===== config.mk =====
export PLATFORM = sky130hd
export DESIGN_NAME = gpio_event_classifier_debounce_queue_unit
export DESIGN_NICKNAME = d
export VERILOG_FILES = /design/src/rtl/core/gecdq_pkg.sv /design/src/rtl/core/gecdq_ctrl.sv /design/src/rtl/core/gecdq_dpath.sv /design/src/rtl/core/gpio_event_classifier_debounce_queue_unit.sv
export VERILOG_INCLUDE_DIRS = /design/src /design/src/rtl/core
export SDC_FILE = /design/constraint.sdc
export NUM_CORES = 2
export LEC_CHECK = 0
export BUFFER_PORTS_ARGS = -buffer_cell sky130_fd_sc_hd__buf_4
export CORE_AREA = 2 2 368 370
export CTS_CLUSTER_DIAMETER = 60
export DETAILED_ROUTE_END_ITERATION = 16
export DIE_AREA = 0 0 370 372
export HOLD_SLACK_MARGIN = 0.05
export PLACE_DENSITY = 0.72
export SLEW_MARGIN = 5
export SYNTH_ARGS = -nofsm -noshare
export SYNTH_HDL_FRONTEND = slang
export SYNTH_SLANG_ARGS = --single-unit

===== constraint.sdc =====
create_clock -name clk -period 25.3 [get_ports clk]
set_input_delay 2.53 -clock clk [delete_from_list [all_inputs] [get_ports clk]]
set_output_delay 2.53 -clock clk [all_outputs]
set_load 0.02 [all_outputs]

===== src/rtl/core/gpio_event_classifier_debounce_queue_unit_defines.svh =====
// Assertion helpers used by the unit's datapath RTL file.
`ifndef GPIO_EVENT_CLASSIFIER_DEBOUNCE_QUEUE_UNIT_DEFINES_SVH
`define GPIO_EVENT_CLASSIFIER_DEBOUNCE_QUEUE_UNIT_DEFINES_SVH

// Implication checked on every rising clock edge outside reset.
`define GECDQ_ASSERT_IMP(label, clk, rst_n, ante, cons, msg) \
	label: assert property (@(posedge clk) disable iff (!rst_n) (ante) |-> (cons)) \
		else $error(msg);

// Next-cycle implication checked outside reset.
`define GECDQ_ASSERT_NEXT(label, clk, rst_n, ante, cons, msg) \
	label: assert property (@(posedge clk) disable iff (!rst_n) (ante) |=> (cons)) \
		else $error(msg);

`endif


===== src/rtl/core/gecdq_pkg.sv =====
package gecdq_pkg;

	// Command codes of the input item.
	localparam logic [1:0] MODE_SAMPLE = 2'd0;
	localparam logic [1:0] MODE_REG    = 2'd1;
	localparam logic [1:0] MODE_UNREG  = 2'd2;
	localparam logic [1:0] MODE_POP    = 2'd3;

	// Result status codes.
	localparam logic [2:0] ST_OK        = 3'd0;
	localparam logic [2:0] ST_DISABLED  = 3'd1;
	localparam logic [2:0] ST_MASKED    = 3'd2;
	localparam logic [2:0] ST_DEBOUNCED = 3'd3;
	localparam logic [2:0] ST_FULL      = 3'd4;
	localparam logic [2:0] ST_REGFAIL   = 3'd5;
	localparam logic [2:0] ST_NOTREG    = 3'd6;
	localparam logic [2:0] ST_EMPTY     = 3'd7;

	// Event type codes.
	localparam logic [3:0] EV_LOW  = 4'd1;
	localparam logic [3:0] EV_HIGH = 4'd2;
	localparam logic [3:0] EV_FALL = 4'd4;
	localparam logic [3:0] EV_RISE = 4'd8;

	typedef struct packed {
		logic [1:0]  mode;
		logic [3:0]  slot;
		logic        level;
		logic [31:0] now_ms;
		logic [3:0]  event_select;
		logic [31:0] debounce;
	} in_item_t;

	typedef struct packed {
		logic [2:0] status;
		logic [4:0] irq_id;
		logic [3:0] ev_code;
	} out_item_t;

	// Controller to datapath commands.
	typedef struct packed {
		logic capture;
		logic execute;
	} ctl_cmd_t;

	// Datapath to controller status.
	typedef struct packed {
		logic result_ready;
	} dp_stat_t;

	function automatic logic [3:0] classify(input logic prev, input logic cur);
		logic [3:0] t;
		if (prev && !cur)
			t = EV_FALL;
		else if (!prev && cur)
			t = EV_RISE;
		else if (!cur)
			t = EV_LOW;
		else
			t = EV_HIGH;
		return t;
	endfunction

endpackage


===== src/rtl/core/gecdq_ctrl.sv =====
module gecdq_ctrl (
	input  logic                 clk,
	input  logic                 arst_n,
	input  logic                 in_valid,
	output logic                 in_stall,
	input  logic                 out_busy,
	output gecdq_pkg::ctl_cmd_t  cmd
);
	import gecdq_pkg::*;

	localparam logic [0:0] S_IDLE = 1'b0;
	localparam logic [0:0] S_EXEC = 1'b1;

	logic [0:0] state_q;

	// Take an item only when idle and the output register is free.
	assign in_stall    = (state_q != S_IDLE) || out_busy;
	assign cmd.capture = in_valid && !in_stall;
	assign cmd.execute = (state_q == S_EXEC);

	always_ff @(posedge clk or negedge arst_n) begin
		if (!arst_n) begin
			state_q <= S_IDLE;
		end else begin
			unique case (state_q)
				S_IDLE: if (cmd.capture) state_q <= S_EXEC;
				S_EXEC: state_q <= S_IDLE;
				default: state_q <= S_IDLE;
			endcase
		end
	end
endmodule


===== src/rtl/core/gecdq_dpath.sv =====
`include "gpio_event_classifier_debounce_queue_unit_defines.svh"
module gecdq_dpath #(
	parameter int SLOTS       = 16,
	parameter int QUEUE_DEPTH = 32
) (
	input  logic                  clk,
	input  logic                  arst_n,
	input  gecdq_pkg::ctl_cmd_t   cmd,
	input  gecdq_pkg::in_item_t   in_data,
	output gecdq_pkg::out_item_t  out_data,
	output logic                  out_valid,
	input  logic                  out_stall,
	output gecdq_pkg::dp_stat_t   stat
);
	import gecdq_pkg::*;

	localparam int SW = (SLOTS > 1) ? $clog2(SLOTS) : 1;
	localparam int QW = (QUEUE_DEPTH > 1) ? $clog2(QUEUE_DEPTH) : 1;
	localparam int CW = $clog2(QUEUE_DEPTH + 1);

	// Slot table in flops; reset values are known.
	logic [SLOTS-1:0] en_q;
	logic [SLOTS-1:0] lvl_q;
	logic [3:0]       mask_q  [SLOTS];
	logic [31:0]      deb_q   [SLOTS];
	logic [31:0]      ltime_q [SLOTS];
	logic [3:0]       ltype_q [SLOTS];

	logic [8:0]    fifo_mem [QUEUE_DEPTH];
	logic [QW-1:0] head_q, tail_q;
	logic [CW-1:0] count_q;

	in_item_t item_q;
	out_item_t res_q;
	out_item_t res_d;
	logic      res_v_q;

	// Stage one: latch the item and fetch the slot entry and queue head.
	logic          en_s1, lvl_s1;
	logic [3:0]    mask_s1, ltype_s1;
	logic [31:0]   deb_s1, ltime_s1;
	logic [8:0]    head_s1;
	logic          free_s1;
	logic [SW-1:0] free_idx_s1;
	logic          slot_ok;
	logic [SW-1:0] sidx;

	// Lowest free slot search over the enable bits.
	logic          free_any;
	logic [SW-1:0] free_idx;
	always_comb begin
		free_any = 1'b0;
		free_idx = '0;
		for (int i = SLOTS - 1; i >= 0; i--) begin
			if (!en_q[i]) begin
				free_any = 1'b1;
				free_idx = SW'(i);
			end
		end
	end

	assign slot_ok = ({28'd0, in_data.slot} < 32'(SLOTS));
	assign sidx    = SW'(in_data.slot);

	always_ff @(posedge clk) begin
		if (cmd.capture) begin
			item_q      <= in_data;
			en_s1       <= slot_ok && en_q[sidx];
			lvl_s1      <= lvl_q[sidx];
			mask_s1     <= mask_q[sidx];
			deb_s1      <= deb_q[sidx];
			ltime_s1    <= ltime_q[sidx];
			ltype_s1    <= ltype_q[sidx];
			head_s1     <= fifo_mem[head_q];
			free_s1     <= free_any;
			free_idx_s1 <= free_idx;
		end
	end

	// Stage two: decide and write back.
	logic [SW-1:0] widx;
	logic [3:0]    ev;
	logic [31:0]   diff;
	logic          bounced, full;
	assign widx    = SW'(item_q.slot);
	assign ev      = classify(lvl_s1, item_q.level);
	assign diff    = item_q.now_ms - ltime_s1;
	assign bounced = (deb_s1 != 32'd0) && (diff < deb_s1) && (ev == ltype_s1);
	assign full    = (count_q >= CW'(QUEUE_DEPTH));

	logic [4:0] push_id;
	assign push_id = 5'(item_q.slot) + 5'd1;

	always_ff @(posedge clk) begin
		if (cmd.execute && item_q.mode == MODE_SAMPLE && en_s1
				&& (ev & mask_s1) != 4'd0 && !bounced && !full)
			fifo_mem[tail_q] <= {push_id, ev};
	end

	// Result of the item in stage two.
	always_comb begin
		res_d = '{status: ST_OK, irq_id: 5'd0, ev_code: 4'd0};
		unique case (item_q.mode)
			MODE_SAMPLE: begin
				if (!en_s1) begin
					res_d.status = ST_DISABLED;
				end else begin
					res_d.ev_code = ev;
					if ((ev & mask_s1) == 4'd0)
						res_d.status = ST_MASKED;
					else if (bounced)
						res_d.status = ST_DEBOUNCED;
					else if (full)
						res_d.status = ST_FULL;
				end
			end
			MODE_REG: begin
				if (item_q.event_select == 4'd0 || !free_s1)
					res_d.status = ST_REGFAIL;
				else
					res_d.irq_id = 5'(free_idx_s1) + 5'd1;
			end
			MODE_UNREG: begin
				if (!en_s1)
					res_d.status = ST_NOTREG;
			end
			MODE_POP: begin
				if (count_q == '0) begin
					res_d.status = ST_EMPTY;
				end else begin
					res_d.irq_id  = head_s1[8:4];
					res_d.ev_code = head_s1[3:0];
				end
			end
			default: res_d.status = ST_OK;
		endcase
	end

	always_ff @(posedge clk or negedge arst_n) begin
		if (!arst_n) begin
			en_q    <= '0;
			lvl_q   <= '0;
			head_q  <= '0;
			tail_q  <= '0;
			count_q <= '0;
			res_v_q <= 1'b0;
			res_q   <= '0;
			for (int i = 0; i < SLOTS; i++) begin
				mask_q[i]  <= '0;
				deb_q[i]   <= '0;
				ltime_q[i] <= '0;
				ltype_q[i] <= '0;
			end
		end else begin
			if (cmd.execute)
				res_v_q <= 1'b1;
			else if (res_v_q && !out_stall)
				res_v_q <= 1'b0;
			if (cmd.execute) begin
				res_q <= res_d;
				unique case (item_q.mode)
					MODE_SAMPLE: begin
						if (en_s1) begin
							lvl_q[widx] <= item_q.level;
							if ((ev & mask_s1) != 4'd0 && !bounced) begin
								ltime_q[widx] <= item_q.now_ms;
								ltype_q[widx] <= ev;
								if (!full) begin
									tail_q  <= (tail_q == QW'(QUEUE_DEPTH - 1)) ? '0
										: tail_q + QW'(1);
									count_q <= count_q + CW'(1);
								end
							end
						end
					end
					MODE_REG: begin
						if (item_q.event_select != 4'd0 && free_s1) begin
							en_q[free_idx_s1]    <= 1'b1;
							lvl_q[free_idx_s1]   <= item_q.level;
							mask_q[free_idx_s1]  <= item_q.event_select;
							deb_q[free_idx_s1]   <= item_q.debounce;
							ltime_q[free_idx_s1] <= '0;
							ltype_q[free_idx_s1] <= '0;
							head_q  <= '0;
							tail_q  <= '0;
							count_q <= '0;
						end
					end
					MODE_UNREG: begin
						if (en_s1) begin
							en_q[widx]    <= 1'b0;
							lvl_q[widx]   <= 1'b0;
							mask_q[widx]  <= '0;
							deb_q[widx]   <= '0;
							ltime_q[widx] <= '0;
							ltype_q[widx] <= '0;
						end
					end
					MODE_POP: begin
						if (count_q != '0) begin
							head_q  <= (head_q == QW'(QUEUE_DEPTH - 1)) ? '0
								: head_q + QW'(1);
							count_q <= count_q - CW'(1);
						end
					end
					default: ;
				endcase
			end
		end
	end

	assign out_data          = res_q;
	assign out_valid         = res_v_q;
	assign stat.result_ready = res_v_q;

	`GECDQ_ASSERT_IMP(a_count_bound, clk, arst_n, 1'b1, count_q <= CW'(QUEUE_DEPTH),
		"queue count beyond depth")
	`GECDQ_ASSERT_NEXT(a_exec_result, clk, arst_n, cmd.execute, res_v_q,
		"no result after execute")
	`GECDQ_ASSERT_IMP(a_no_cap_exec, clk, arst_n, cmd.execute, !cmd.capture,
		"capture during execute")
endmodule


===== src/rtl/core/gpio_event_classifier_debounce_queue_unit.sv =====
// channel | direction | handshake           | payload
// in      | input     | in_valid/in_stall   | gecdq_pkg::in_item_t
// out     | output    | out_valid/out_stall | gecdq_pkg::out_item_t
// An item is captured at one edge (slot entry and queue head read) and executed
// at the next (written back); its result is presented from that edge on.
// The next item is taken only once the result beat has been accepted, so items
// are never overlapped; a stalled output holds off the next item further.
// The output register holds one result; a stalled result blocks new items.
// Reset clears all slots and empties the queue at once; no clearing pass.
module gpio_event_classifier_debounce_queue_unit #(
	parameter int SLOTS       = 16,
	parameter int QUEUE_DEPTH = 32
) (
	input  logic                  clk,
	input  logic                  arst_n,
	input  logic                  in_valid,
	output logic                  in_stall,
	input  gecdq_pkg::in_item_t   in_data,
	output logic                  out_valid,
	input  logic                  out_stall,
	output gecdq_pkg::out_item_t  out_data
);
	import gecdq_pkg::*;

	ctl_cmd_t cmd;
	dp_stat_t stat;

	gecdq_ctrl u_ctrl (
		.clk      (clk),
		.arst_n   (arst_n),
		.in_valid (in_valid),
		.in_stall (in_stall),
		.out_busy (stat.result_ready),
		.cmd      (cmd)
	);

	gecdq_dpath #(.SLOTS(SLOTS), .QUEUE_DEPTH(QUEUE_DEPTH)) u_dpath (
		.clk       (clk),
		.arst_n    (arst_n),
		.cmd       (cmd),
		.in_data   (in_data),
		.out_data  (out_data),
		.out_valid (out_valid),
		.out_stall (out_stall),
		.stat      (stat)
	);
endmodule

---- After elaboration in Yosys (flattened, before gate mapping) ----
Memory sizes are Yosys's and may differ from the RTL's. A register that Yosys moved wholly into a read port is not among the register bits.
Index checks and enable logic that the tools add are counted.
operators by class
  mux-type cells .......................... 110
  add/subtract/negate cells ............... 7
  reduce and logical (&&, ||, !) cells .... 50
  eq/ne operators ......................... 12
  bitwise gates (word level) .............. 19
  order comparisons ....................... 12
operators by type and width
  operator                                 number
  two-way mux 512 bit                      6
  bitwise AND 512 bit                      3
  one-hot mux 512 bit (3 select lines)     1
  bitwise mux 512 bit                      2
  NOT 512 bit                              2
  one-hot mux 512 bit (2 select lines)     1
  two-way mux 64 bit                       6
  binary-select mux 32 bit (select 4 bit)  2
  demux 32 bit (select 4 bit)              2
  bitwise AND 64 bit                       3
  two-way mux 32 bit                       6
  one-hot mux 64 bit (3 select lines)      1
  bitwise mux 64 bit                       2
  NOT 64 bit                               2
  one-hot mux 64 bit (2 select lines)      1
  two-way mux 16 bit                       5
  two-way mux 4 bit                        17
  one-hot mux 16 bit (3 select lines)      1
  two-way mux 5 bit                        8
  two-way mux 3 bit                        11
  bitwise AND 16 bit                       2
  binary-select mux 4 bit (select 4 bit)   2
  bitwise mux 16 bit                       2
  demux 4 bit (select 4 bit)               2
  other kinds (52)                         120
word-level totals
  logic and storage cells ................. 302
  bits in writable memories ............... 288
  register bits after elaboration ......... 1,368
  memories kept ........................... 1
memory list
  memory            words  bits a word  rd ports  clocked after memory_dff  write ports  line               RTL
  u_dpath.fifo_mem  32     9            1         1                         1            gecdq_dpath.sv:29  logic [8:0] fifo_mem [QUEUE_DEPTH];

---- Longest topological paths before layout ----
  word-level depth ........................ 15
  mapped depth ............................ 24

---- Hierarchy ----
Synthesis repeated with hierarchy kept, for this count alone.
second synthesis, totals
  cell total of the unflattened synthesis .. 4,749
  area total of the unflattened synthesis .. 73,186.4 um2
modules (own cells, without submodules)
  module       cells an instance  area an instance (um2)  times used  sequential area each (um2)
  gecdq_dpath  4,744              73,132.6                1           43,897.1
  gecdq_ctrl   5                  53.8                    1           25.0

---- Least setup slack after synthesis ----
Ideal clock, no wire load.
  kind .................................... input -> register
  start ................................... in in_valid
  end ..................................... reg u_dpath.deb_s1[0] (enable)
  buffers on the path ..................... 0
  required time ........................... 24.611 ns
  slack ................................... 15.320 ns
  stages .................................. 2
  library setup time ...................... 0.689 ns
  data arrival time ....................... 9.291 ns
  cell sequence ........................... inv_1 > nor2_1
RTL lines
  element                 line                                             RTL
  start: declaration      gpio_event_classifier_debounce_queue_unit.sv:16  input logic in_valid,
  end signal: assignment  gecdq_dpath.sv:71                                deb_s1 <= deb_q[sidx];
  end: declaration        gecdq_dpath.sv:41                                logic [31:0] deb_s1, ltime_s1;

==> results.md <==
STA:
- The final number of setup-violating endpoints is 0.
- The measured slew at the worst slew-check pin is 1.313 ns.
- On the final layout, the worst clock skew is 0.03040 ns.
- The sum of negative setup slack is 0 ns.
- The worst pin sits at a relative slew slack of 12.09%.
- The number of max-slew violations in the final report is 0.
- Timing would allow up to 0.1507 GHz.
- The number of hold violations in the final report was 0.
- Setup repair after global routing left no endpoint under its margin.
- The final critical path takes up 26.24% of the cycle.
- The clock period could shrink to 6.638 ns.

Logic synthesis:
- The distinct cell type count of the synthesized netlist is 80.
- The number of flops mapped to enable cells by yosys is 451.
- Synthesis handed over a netlist of 4744 instances.
- After synthesis the cells add up to 73220 µm².
- The post-synth net total is 4910.
- Counting flops with an async set or reset pin after synthesis yields a share of 72.91%.
- Sequential cells were found to cover 59.99% of the synthesized design area.
- The flip-flop cell with the highest count after synthesis is sky130_fd_sc_hd__dfrtp_1.
- The number of synthesized register bits is 1665.
- A synthesized cell averages 15.43 µm².
- For this run, the number of Yosys warnings is 0.

GRT:
- The first global-routing pass estimated 320.2 mm of wire.
- The global-route congestion overflow total is 0.
- Entering global routing, the biggest net connects 184 pins.
- The initial antenna violation count is 3.
- Across every metal layer, demand over resource in global routing totals 31.56%.
- The via count of the first global-routing pass is 47810.

Placed design:
- Summed over all nets, the half-perimeter wirelength after detailed placement is 112.8 mm.
- The total placed instance area is 75150 µm².
- Input and output buffers added on the ports amount to 92.
- The congestion estimate from routability-driven global placement came to 0.8846.
- The cell total after placement is 6225.

Layout:
- After the flow finishes, the layout carries non-filler instances totaling 6537.
- The antenna diode instance count is 0.
- The finished cells cover 80730 µm².
- Relative to the synthesized area, the layout overhead comes to 10.26%.
- The count of filler cells inserted in the layout is 9845.
- Of the cells placed in the final design, the portion with a size suffix greater than 1 is 21.93%.
- The number of nets in the layout is 4780.

Worst setup path:
- The critical path launch point is arst_n.
- The required time at the worst-slack endpoint is 26.06 ns.
- The cell occurring most often along the worst timing path is sky130_fd_sc_hd__buf_4.
- The type of destination of the critical path is an asynchronous set/reset pin.
- Of all nets on the critical path, the largest fanout is 183.
- The data arrival time at the worst-slack endpoint is 7.39 ns.
- The minimum setup slack among reg-to-reg paths is 18.95 ns.
- The slowest library cell on the worst path is sky130_fd_sc_hd__buf_4.
- The endpoint of the lowest-slack register-to-register path is u_dpath.fifo_mem[2][1]$_DFFE_PP_.
- The number of buffer and inverter stages on the critical path is 6.
- The worst setup path is of the primary input to asynchronous set/reset pin kind.
- The largest single stage delay on the critical path is 0.94 ns.
- The end point of the critical path is u_dpath.deb_q[250]$_DFFE_PN0P_.
- The family with the most delay on the worst path is buffers and inverters.
- The count of cells along the worst register-to-register path is 19.
- The signal on the critical path passes through buf_8 -> buf_12 -> buf_4 -> buf_4 -> buf_4 -> buf_4.
- The total stage count of the critical path is 6.
- The launching element type of the critical path is a primary input.
- The critical register-to-register path startpoint is u_dpath.item_q[40]$_DFFE_PP_.

Die:
- The total die area is 137600 µm².
- The floorplan step set the die height to 372 µm.
- The starting utilization of the core area is 54.53%.
- The initialized floorplan defines 135 standard-cell rows.
- The I/O pin count is 93.
- The placeable core region is 134300 µm².
- Measured along the x axis, the die boundary spans 370 µm.

Clocking:
- Post-CTS timing repair inserted 0 buffers for setup.
- The clock tree root driver cell is sky130_fd_sc_hd__clkbuf_16.
- Clock-pin slew was measured on the worst setup and hold paths at 0.06 ns.
- Clock latency on the worst-skew pair, taken at its later pin, is 0.82 ns.
- TritonCTS created 168 clock buffers.
- The post-cts gate resize count is 0.
- The clock drives 1665 sinks.
- The number of buffers inserted for hold repair after clock tree synthesis is 0.
- The number of buffers between clock root and the deepest sink is 3.
- TritonCTS built the clock tree.
- The CTS H-tree depth is 4.

Job:
- The tool flagged a number of max-cap violations equal to 0.

Power:
- The largest vdd supply drop is 0.00008032 V.
- Internal power comes to 5.310 mW.
- Power spread over the standard cell area amounts to 90.44 nW/µm².
- The static leakage is 34.12 nW.
- Of the total power, registers draw 47.9%.
- The relative contribution of combinational cells to total power is 17.6%.
- Summed over all nets, the switching power comes to 1.991 mW.
- The portion of total power attributed to the clock network is 34.5%.
- In this run switching power makes up 27.27% of total power.

Detailed routing:
- The average via count per standard cell is 7.240.
- The total wire length after detailed routing is 215.0 mm.
- Once detail routing completed, the nets flagged for antenna violations numbered 0.
- The number of DRC violations after detailed routing is 0.
- The routed length per instance is 32.89 µm.
- The total number of vias is 47330.
- The count of TritonRoute iterations in the first routing pass is 5.
- The detailed router's first-iteration violation count is 5957.

Status:
- The run finished with clean final reports.

Hold path:
- Counting instances, the worst hold path has a depth of 1.
- The kind of path behind the tightest hold check is flip-flop to flip-flop.
==> synthesized netlist by cell type (47+ instances only) <==
cell,number,area [µm²]
sky130_fd_sc_hd__a21oi_1,47,235.2
sky130_fd_sc_hd__a22o_1,1155,10120
sky130_fd_sc_hd__buf_1,109,409.1
sky130_fd_sc_hd__buf_2,100,500.5
sky130_fd_sc_hd__clkbuf_1,250,938.4
sky130_fd_sc_hd__dfrtp_1,1214,30380
sky130_fd_sc_hd__edfxtp_1,451,13540
sky130_fd_sc_hd__ha_1,85,1064
sky130_fd_sc_hd__inv_1,91,341.6
sky130_fd_sc_hd__mux4_2,460,10360
sky130_fd_sc_hd__nand2_1,87,326.6
sky130_fd_sc_hd__nor2_1,100,375.4
sky130_fd_sc_hd__nor2b_1,47,294.0
sky130_fd_sc_hd__o21ai_0,75,375.4
==> cell type report <==
class                           count  area (µm²)  area share (%)
Sequential cell                  1665       43930           54.41
Multi-Input combinational cell   2484       27060           33.51
Clock inverter                     77       701.9          0.8694
Inverter                           93       349.1          0.4324
Clock buffer                      235        4876           6.040
Timing Repair Buffer              202        1593           1.973
Tap cell                         1781        2228           2.760
==> placed cells by master, fill, tap and decap left out, drive strengths merged, types with 14 or more instances in the layout <==
master	count
a21o	23
buf	202
clkinv	49
nand4	14
nor3	23
o21ai	76
inv	101
nand3	46
nand2	87
ha	85
mux2	19
nor2	105
edfxtp	451
dfrtp	1214
a22oi	22
a221o	15
clkbuf	235
o22ai	16
a22o	1155
nor2b	47
mux4	460
a21oi	50
nor4	15
xnor2	23
o211ai	18
a211oi	34
and3	31
==> per-stage QoR <==
stage	hold slack (ns)	total power [mW]	setup slack (ns)	utilization, %
floorplan	0.4606	4.387	15.32	-
global placement	0.4766	4.743	17.80	55.95
detailed placement	0.4758	4.793	17.69	55.97
CTS	0.4966	7.305	18.52	60.12
global route	0.5036	7.567	17.90	60.12
finish	0.4943	7.301	18.66	60.12
==> cells by family (layout without fill, tap and decap cells) <==
family / Yosys count / after routing / share of synthesized area, %
xor gates and xnor gates: 35 / 35 / 0.4186
buffers and inverters: 595 / 607 / 3.597
adders and majority gates: 87 / 87 / 1.507
DFF: 1665 / 1665 / 59.99
and+or+nand+nor: 399 / 399 / 2.690
muxes: 489 / 489 / 14.58
AOI/OAI and AO/OA: 1474 / 1474 / 17.22
==> layer usage <==
| layer | global-route usage [%] | share of wire, % |
|---|---|---|
| met1 | 43.44 | 38 |
| met2 | 47.27 | 46 |
| met3 | 8.874 | 11 |
| met4 | 14.18 | 4.7 |
| met5 | 0 | 0.013 |
==> state kept, by name, summed over array words and instances (netlist names) <==
register             count
u_dpath.deb_q          512
u_dpath.count_q          6
u_dpath.free_idx_s1      4
u_dpath.widx             4
u_ctrl.state_q           1
u_dpath.tail_q           5
u_dpath.en_s1            1
u_dpath.fifo_mem       288
u_dpath.item_q          71
u_dpath.ltype_s1         4
u_dpath.free_s1          1
u_dpath.mask_s1          4
u_dpath.ltime_s1        32
u_dpath.head_q           5
u_dpath.en_q            16
u_dpath.mask_q          64
u_dpath.lvl_s1           1
u_dpath.out_data        12
u_dpath.ltype_q         64
u_dpath.out_valid        1
u_dpath.lvl_q           16
u_dpath.head_s1          9
u_dpath.deb_s1          32
u_dpath.ltime_q        512
==> worst min path at each step <==
stage | from | endpoint | slack (ns)
finish | u_dpath.deb_q[31]$_DFFE_PN0P_ | u_dpath.deb_q[31]$_DFFE_PN0P_ | 0.49
global route | u_dpath.deb_q[146]$_DFFE_PN0P_ | u_dpath.deb_q[146]$_DFFE_PN0P_ | 0.50
CTS | u_dpath.deb_q[380]$_DFFE_PN0P_ | u_dpath.deb_q[380]$_DFFE_PN0P_ | 0.50
detailed placement | u_dpath.deb_q[161]$_DFFE_PN0P_ | u_dpath.deb_q[161]$_DFFE_PN0P_ | 0.48
global placement | u_dpath.mask_q[50]$_DFFE_PN0P_ | u_dpath.mask_q[50]$_DFFE_PN0P_ | 0.48
floorplan | u_dpath.deb_q[289]$_DFFE_PN0P_ | u_dpath.deb_q[289]$_DFFE_PN0P_ | 0.46
==> power groups by stage <==
stage / Sequential, mW / Combinational (mW) / Clock [mW]
finish: 3.50 / 1.28 / 2.52
global route: 3.53 / 1.38 / 2.65
CTS: 3.48 / 1.28 / 2.54
detailed placement: 3.52 / 1.27 / 0
global placement: 3.51 / 1.24 / 0
floorplan: 3.40 / 0.989 / 0
==> worst register-to-register path, delay by kind of cell, from the launching register on <==
| family | cells | cell delay, ns |
|---|---|---|
| DFF | 1 | 0.39 |
| adders and majority gates | 2 | 0.67 |
| xor gates and xnor gates | 1 | 0.11 |
| and+or+nand+nor | 6 | 1.76 |
| buffers and inverters | 1 | 0.27 |
| AOI/OAI and AO/OA | 9 | 2.76 |
(Power assumes the default switching activity.)
